[config.mk]
export PLATFORM = sky130hd
export DESIGN_NAME = hmb_div
export DESIGN_NICKNAME = d
export VERILOG_FILES = /design/src/rtl/core/hmb_pkg.sv /design/src/rtl/core/hmb_div.sv
export SDC_FILE = /design/constraint.sdc
export NUM_CORES = 1
export LEC_CHECK = 0
export BUFFER_PORTS_ARGS = -buffer_cell sky130_fd_sc_hd__buf_2
export CORE_UTILIZATION = 54
export DETAILED_ROUTE_END_ITERATION = 8
export HOLD_SLACK_MARGIN = 0.02
export PLACE_DENSITY = 0.75
export RECOVER_POWER = 100
export SYNTH_ARGS = -nofsm -noshare
export SYNTH_HDL_FRONTEND = slang
export SYNTH_SLANG_ARGS = --single-unit
[constraint.sdc]
create_clock -name clock -period 2.6 [get_ports clock]
set_input_delay 0.13 -clock clock [delete_from_list [all_inputs] [get_ports clock]]
set_output_delay 0.13 -clock clock [all_outputs]
set_load 0.01 [all_outputs]
[src/rtl/core/hmb_pkg.sv]
// package for the heightmap mask blend block
// command codes, result kinds and default sizes; no dependencies
package hmb_pkg;
   localparam int MaxSideDefault     = 128;
   localparam int MaxDistanceDefault = 15;
   localparam int SampleBitsDefault  = 16;

   typedef enum logic [1:0] {
      CMD_LOAD = 2'd0,
      CMD_RUN  = 2'd1,
      CMD_READ = 2'd2,
      CMD_NONE = 2'd3
   } cmd_type;

   localparam logic KIND_READ = 1'b0;
   localparam logic KIND_DONE = 1'b1;

   localparam logic CSR_SIDE = 1'b0;
   localparam logic CSR_DIST = 1'b1;
endpackage

[src/rtl/core/hmb_div.sv]
// restoring signed divider, one quotient bit per cycle, truncates toward zero
// depends on hmb_pkg
module hmb_div import hmb_pkg::*; #(
   parameter int W = 32
) (
   input  logic                clock,
   input  logic                reset,
   input  logic                start,
   input  logic signed [W-1:0] num,
   input  logic signed [W-1:0] den,
   output logic                done,
   output logic signed [W-1:0] quot
);
   localparam int CW = $clog2(W + 1);
   logic [W-1:0] q_ff, q_in, r_ff, r_in, d_ff, d_in;
   logic         neg_ff, neg_in, busy_ff, busy_in, done_ff, done_in;
   logic [CW-1:0] cnt_ff, cnt_in;
   logic [W:0]   trial;

   always_comb begin
      q_in = q_ff; r_in = r_ff; d_in = d_ff; neg_in = neg_ff;
      busy_in = busy_ff; cnt_in = cnt_ff; done_in = 1'b0;
      trial = {r_ff, q_ff[W-1]} - {1'b0, d_ff};
      if (start) begin
         q_in = num[W-1] ? -num : num;
         d_in = den[W-1] ? -den : den;
         r_in = '0;
         neg_in = num[W-1] ^ den[W-1];
         busy_in = 1'b1;
         cnt_in = CW'(W);
      end else if (busy_ff) begin
         if (!trial[W]) begin
            r_in = trial[W-1:0];
            q_in = {q_ff[W-2:0], 1'b1};
         end else begin
            r_in = {r_ff[W-2:0], q_ff[W-1]};
            q_in = {q_ff[W-2:0], 1'b0};
         end
         cnt_in = cnt_ff - CW'(1);
         if (cnt_ff == CW'(1)) begin
            busy_in = 1'b0;
            done_in = 1'b1;
         end
      end
   end

   always_ff @(posedge clock) begin
      if (reset) begin
         busy_ff <= 1'b0; done_ff <= 1'b0; cnt_ff <= '0;
      end else begin
         busy_ff <= busy_in; done_ff <= done_in; cnt_ff <= cnt_in;
      end
      q_ff <= q_in; r_ff <= r_in; d_ff <= d_in; neg_ff <= neg_in;
   end

   assign done = done_ff;
   assign quot = neg_ff ? -q_ff : q_ff;
endmodule
# Word-level counts from Yosys, hierarchy flattened
# Index checks and enable logic that the tools add are counted.
# op_classes
add_sub_neg,5
n_eq_ne,1
mux,13
bitwise_logic,2
reduce_logical,3
# op_table
op,count
$mux 32,5
$neg 32->32,3
$sub 33x32->33,1
$mux 31,1
$mux 6,2
$eq 6x1->1 const B,1
$sub 6x1->6 const B,1
$mux 1,5
$reduce_or 3->1,1
$reduce_bool 2->1,1
$reduce_or 2->1,1
$not 1->1,1
$xor 1x1->1,1
# word_totals
register_bits,105
in_bits,67
output_inout_bits,33
wordCells,33

# Logic depth before layout (Yosys ltp)
# depth
ltp_word,4
ltp_mapped,14
mapped_depth_nobuf,12

# Least setup slack after synthesis
# Ideal clock, no wire load.
# synth_timing
path_kind,register to register
startpoint,register d_ff[27]
endpoint,register r_ff[0]
setup_time_ns,0.086
arrival_ns,2.769
required_ns,2.514
setup_slack_ns,-0.255
stages_incl_launch_ff,12
path_buffers,1
synth_period_minus_slack_ns,2.855
path_cell_list,edfxtp_1 > inv_1 > ha_1 > a21o_1 > o21bai_1 > a311o_1 > a211o_1 > or3_1 > nand3_1 > buf_6 > mux2_1 > a211oi_1
# synth_between
elab_chain_cells,2
# synth_lines
element,line_no,rtl
start: declaration,hmb_div.sv:15,"logic [W-1:0] q_ff, q_in, r_ff, r_in, d_ff, d_in;"
start signal: assignment,hmb_div.sv:53,q_ff <= q_in; r_ff <= r_in; d_ff <= d_in; neg_ff <= neg_in;
$sub 33x32->33,hmb_div.sv:23,"trial = {r_ff, q_ff[W-1]} - {1'b0, d_ff};"
$mux 32,hmb_div.sv:32,if (!trial[W]) begin
end signal: assignment,hmb_div.sv:53,
end: declaration,hmb_div.sv:15,
# No other way between the ends.
# A chain may end at the register's enable or synchronous reset.

# Worst setup path after layout
# layout_timing
startpoint,register q_ff[31]
endpoint,register r_ff[13]
# layout_between
elab_chain_cells,2
# layout_lines
element,line_no
start: declaration,hmb_div.sv:15
start signal: assignment,hmb_div.sv:53
$sub 33x32->33,hmb_div.sv:23
$mux 32,hmb_div.sv:32
# No other way between the ends.

==> summary.md <==
| Metric | Value |
|---|---|
| TritonRoute pass-1 iters | `5` |
| Distinct cells, synth | `67` |
| Skew-Pair Late Insertion Delay | `0.36 ns` |
| Pre-CTS WS | `-0.401 ns` |
| Slew Limit Headroom | `5.95%` |
| Sequential area share after synthesis | `34.6%` |
| Clock buffer depth | `2` |
| RSZ-0062 raised after global routing | `true` |
| Layout cells sized above 1 | `29.6%` |
| Switching Share | `33.7%` |
| Worst-path cell chain | `inv_2 -> ha_4 -> fa_2 -> nand2b_4 -> a21o_1 -> a211o_1 -> a21oi_2 -> buf_4 -> o2111ai_4 -> nand3_4 -> buf_12 -> mux2i_1 -> a211oi_1` |
| Clock Skew | `approximately 0.012 ns` |
| Achievable Freq | `341 MHz` |
| Max-cap violations | `0` |
| Row count | `44` |
| Placed insts | `1275` |
| Num CTS Buffers | `9` |
| Nets@finish | `1220` |
| Flops & latches, synth | `105` |
| Total routed wirelength | `approximately 19000 um` |
| Via count | `7376` |
| PD cells | `526 mW/mm^2` |
| Sw Pwr | `1.84 mW` |
| Htree depth | `3` |
| Critical path type | `reg -> reg` |
| Worst EP arrival | `3.14 ns` |
| Crit Path Max Fanout | `17` |
| Post-synth EDFFs | `65` |
| Warnings from Yosys | `0` |
| Status | `finished with violations` |
| Gr ovfl total | `0` |
| Period utilization | `113%` |
| Cells after Synth | `approximately 890` |
| Io pins | `100` |
| Die extent in x | `123 um` |
| Chip Height | `123 um` |
| Max incr delay on CP | `0.42 ns` |
| Vias/cell | `about 5.6` |
| Leakage Power | `4.28 nW` |
| Tmin final | `2.93 ns` |
| Synthesized cell area | `0.00796 mm^2` |
| Mapped Nets | `998` |
| Port-buffer cells | `99` |
| Final worst setup slack | `-0.331 ns` |
| Area Overhead vs Synth | `30.5%` |
| Worst-path clk slew | `roughly 0.07 ns` |
| M1 WL | `between 8000 and 9000 um` |
| Cell-internal power | `3.63 mW` |
| CTS tree | `yes` |
| HPWL after detailed placement | `14000 um` |
| Final ANT Viol Nets | `0` |
| Slew @ Worst Pin | `1.41 ns` |
| Hold Path Class | `in -> reg` |
| DIE AREA | `roughly 0.015 mm^2` |
| Top layer in use | `met5` |
| Reg2reg setup slack | `-0.33 ns` |
| Routed len/inst | `14.6 um` |
| Met3 wire length | `approximately 960 um` |
| Clk root buf | `clkbuf_16` |
| Largest net degree at the start of global routing | `130` |
| Maximum VDD drop | `0.452 mV` |
| Total Power | `5.47 mW` |
| Final Non-Filler Cells | `1306` |
| Placed instance area | `0.00960 mm^2` |
| Clock Power Share | `23.5%` |
| Final setup violating endpoints | `40` |
| Initial antenna violation count | `2` |
| Clock sink count | `105` |
| Final core occ | `71.8%` |
| Vias in the first global route | `6710` |
| # fillers | `1085` |
| Combinational share of power | `a little under two fifths` |
| DRC | `0` |
| Failing checks | `setup timing` |
| Synth Flop Type | `edfxtp_1` |
| WP data required | `~2.8 ns` |
| Setup tns final | `-9.75 ns` |
| Initial Util | `between 50 and 60%` |
| Core area | `around 0.014 mm^2` |
| CP Capture Type | `flip-flop` |
| Ys async rst share | `0%` |
| WL met2 | `9050 um` |
| Initial DRC Count | `~510` |
| Hold_ws | `0.0790 ns` |
| RePlAce Congestion | `around 0.87` |
| Category of the worst setup path launch point | `flip-flop` |
| Slew Viols, Final | `0` |
| First-pass GRT wire length | `30600 um` |
| Final Hold Vio Count | `0` |
| Final Cell Area | `roughly 0.010 mm^2` |
| Avg Inst Size Synth | `8.92 um^2` |
| Flop pwr share | `38.7%` |
| Critical path's slowest cell | `edfxtp_1` |
| Total track usage | `25.4%` |
layout by cell type, fill, tap and decap left out, types with 39 or more instances in the layout:
master	n
buf_4	147
edfxtp_1	65
nor2_1	91
o21ai_0	40
buf_2	92
inv_1	52
nand2_1	56
xnor2_1	78
dfxtp_1	39
a21oi_1	63
critical path: cells and delay by family (launching register included):
kind | cells | cell delay [ns]
DFF | 1 | 0.42
and+or+nand+nor | 2 | 0.32
muxes | 1 | 0.26
AOI/OAI and AO/OA | 5 | 0.88
buffers and inverters | 3 | 0.40
adders and majority gates | 2 | 0.51
Yosys cell counts (3+ instances only):
master / instances / share of area (%)
xnor2_1: 79 / 8.7
nor2_1: 91 / 4.3
o21ai_0: 48 / 3.0
inv_1: 54 / 2.5
buf_6: 3 / 0.42
nand2b_4: 3 / 0.52
nor4_1: 8 / 0.63
ha_1: 37 / 5.8
o31ai_1: 25 / 2.4
a211oi_1: 32 / 3.0
nor3_1: 17 / 1.1
nor2b_1: 7 / 0.55
nand2b_1: 12 / 0.94
edfxtp_1: 65 / 25
or2_2: 3 / 0.24
clkbuf_1: 31 / 1.5
nand2_1: 59 / 2.8
o21a_1: 8 / 0.75
a21oi_1: 64 / 4.0
a21o_1: 15 / 1.4
and3_1: 6 / 0.47
o211ai_1: 6 / 0.57
dfxtp_1: 40 / 10
nand3_1: 16 / 1.0
nand4_1: 5 / 0.39
a21boi_0: 3 / 0.28
or3_1: 6 / 0.47
a211o_1: 4 / 0.44
or4_1: 10 / 0.94
or4_4: 5 / 0.71
o41ai_1: 16 / 1.8
a31oi_1: 5 / 0.39
o2111ai_1: 3 / 0.33
xor2_1: 37 / 4.1
o22ai_1: 3 / 0.24
mux2i_1: 27 / 3.4
layer usage:
layer  global-route usage [%]  vias to the layer above
li1                         -                     3714
met1                     33.1                     3432
met2                     43.1                      205
met3                     3.23                       23
met4                     8.96                        2
met5                        0                        -
power by group through the flow:
stage	registers (mW)	clock network, mW	logic [mW]
CTS	2.11	1.30	1.99
finish	2.12	1.29	2.06
floorplan	2.10	0	1.23
global placement	2.12	0	1.86
detailed placement	2.13	0	1.90
global route	2.14	1.35	2.28
path summary, 6_finish.rpt:
path,to,from,cells after the start
worst max register to register,r_ff[13],q_ff[31],13
worst min register to register,cnt_ff[0],cnt_ff[0],2
worst min-delay path,d_ff[29],den[29],2
worst max-delay path,r_ff[13],q_ff[31],13
repair_timing:
item | 4_1_cts | 5_1_grt
gates resized for setup | 42 | 31
gates cloned | 1 | 0
hold buffers | 1 | 0
pin swaps | 17 | 13
endpoints found under the setup margin | 45 | 50
endpoints found under the hold margin | 2 | 0
buffers inserted | 6 | 6
flip-flops by register name (all words and copies together) (netlist names):
register / count
d_ff: 32
q_ff: 32
r_ff: 32
cnt_ff: 6
busy_ff: 1
done: 1
neg_ff: 1
kinds of logic (layout without fill, tap and decap cells):
logic type / count (synthesis) / after routing / synth area share [%]
XOR/XNOR: 116 / 116 / 12.8
multiplexers: 30 / 30 / 3.82
other: 0 / 2 / 0
AO/OA/AOI/OAI: 249 / 249 / 20.9
flip-flops: 105 / 105 / 34.6
buffers and inverters: 96 / 323 / 5.42
AND/OR/NAND/NOR: 259 / 259 / 16.5
adder cells (fa/ha/maj): 38 / 38 / 6.07
layout make-up:
class	instances	area, um^2	share of cell area, %
Sequential cell	105	2750	26.5
Clock buffer	9	225	2.17
Multi-Input combinational cell	692	5240	50.4
Clock inverter	7	45.0	0.433
Antenna cell	2	5.00	0.0481
Inverter	55	206	1.99
Timing Repair Buffer	252	1690	16.3
Tap cell	184	230	2.21
(Power assumes the default switching activity.)
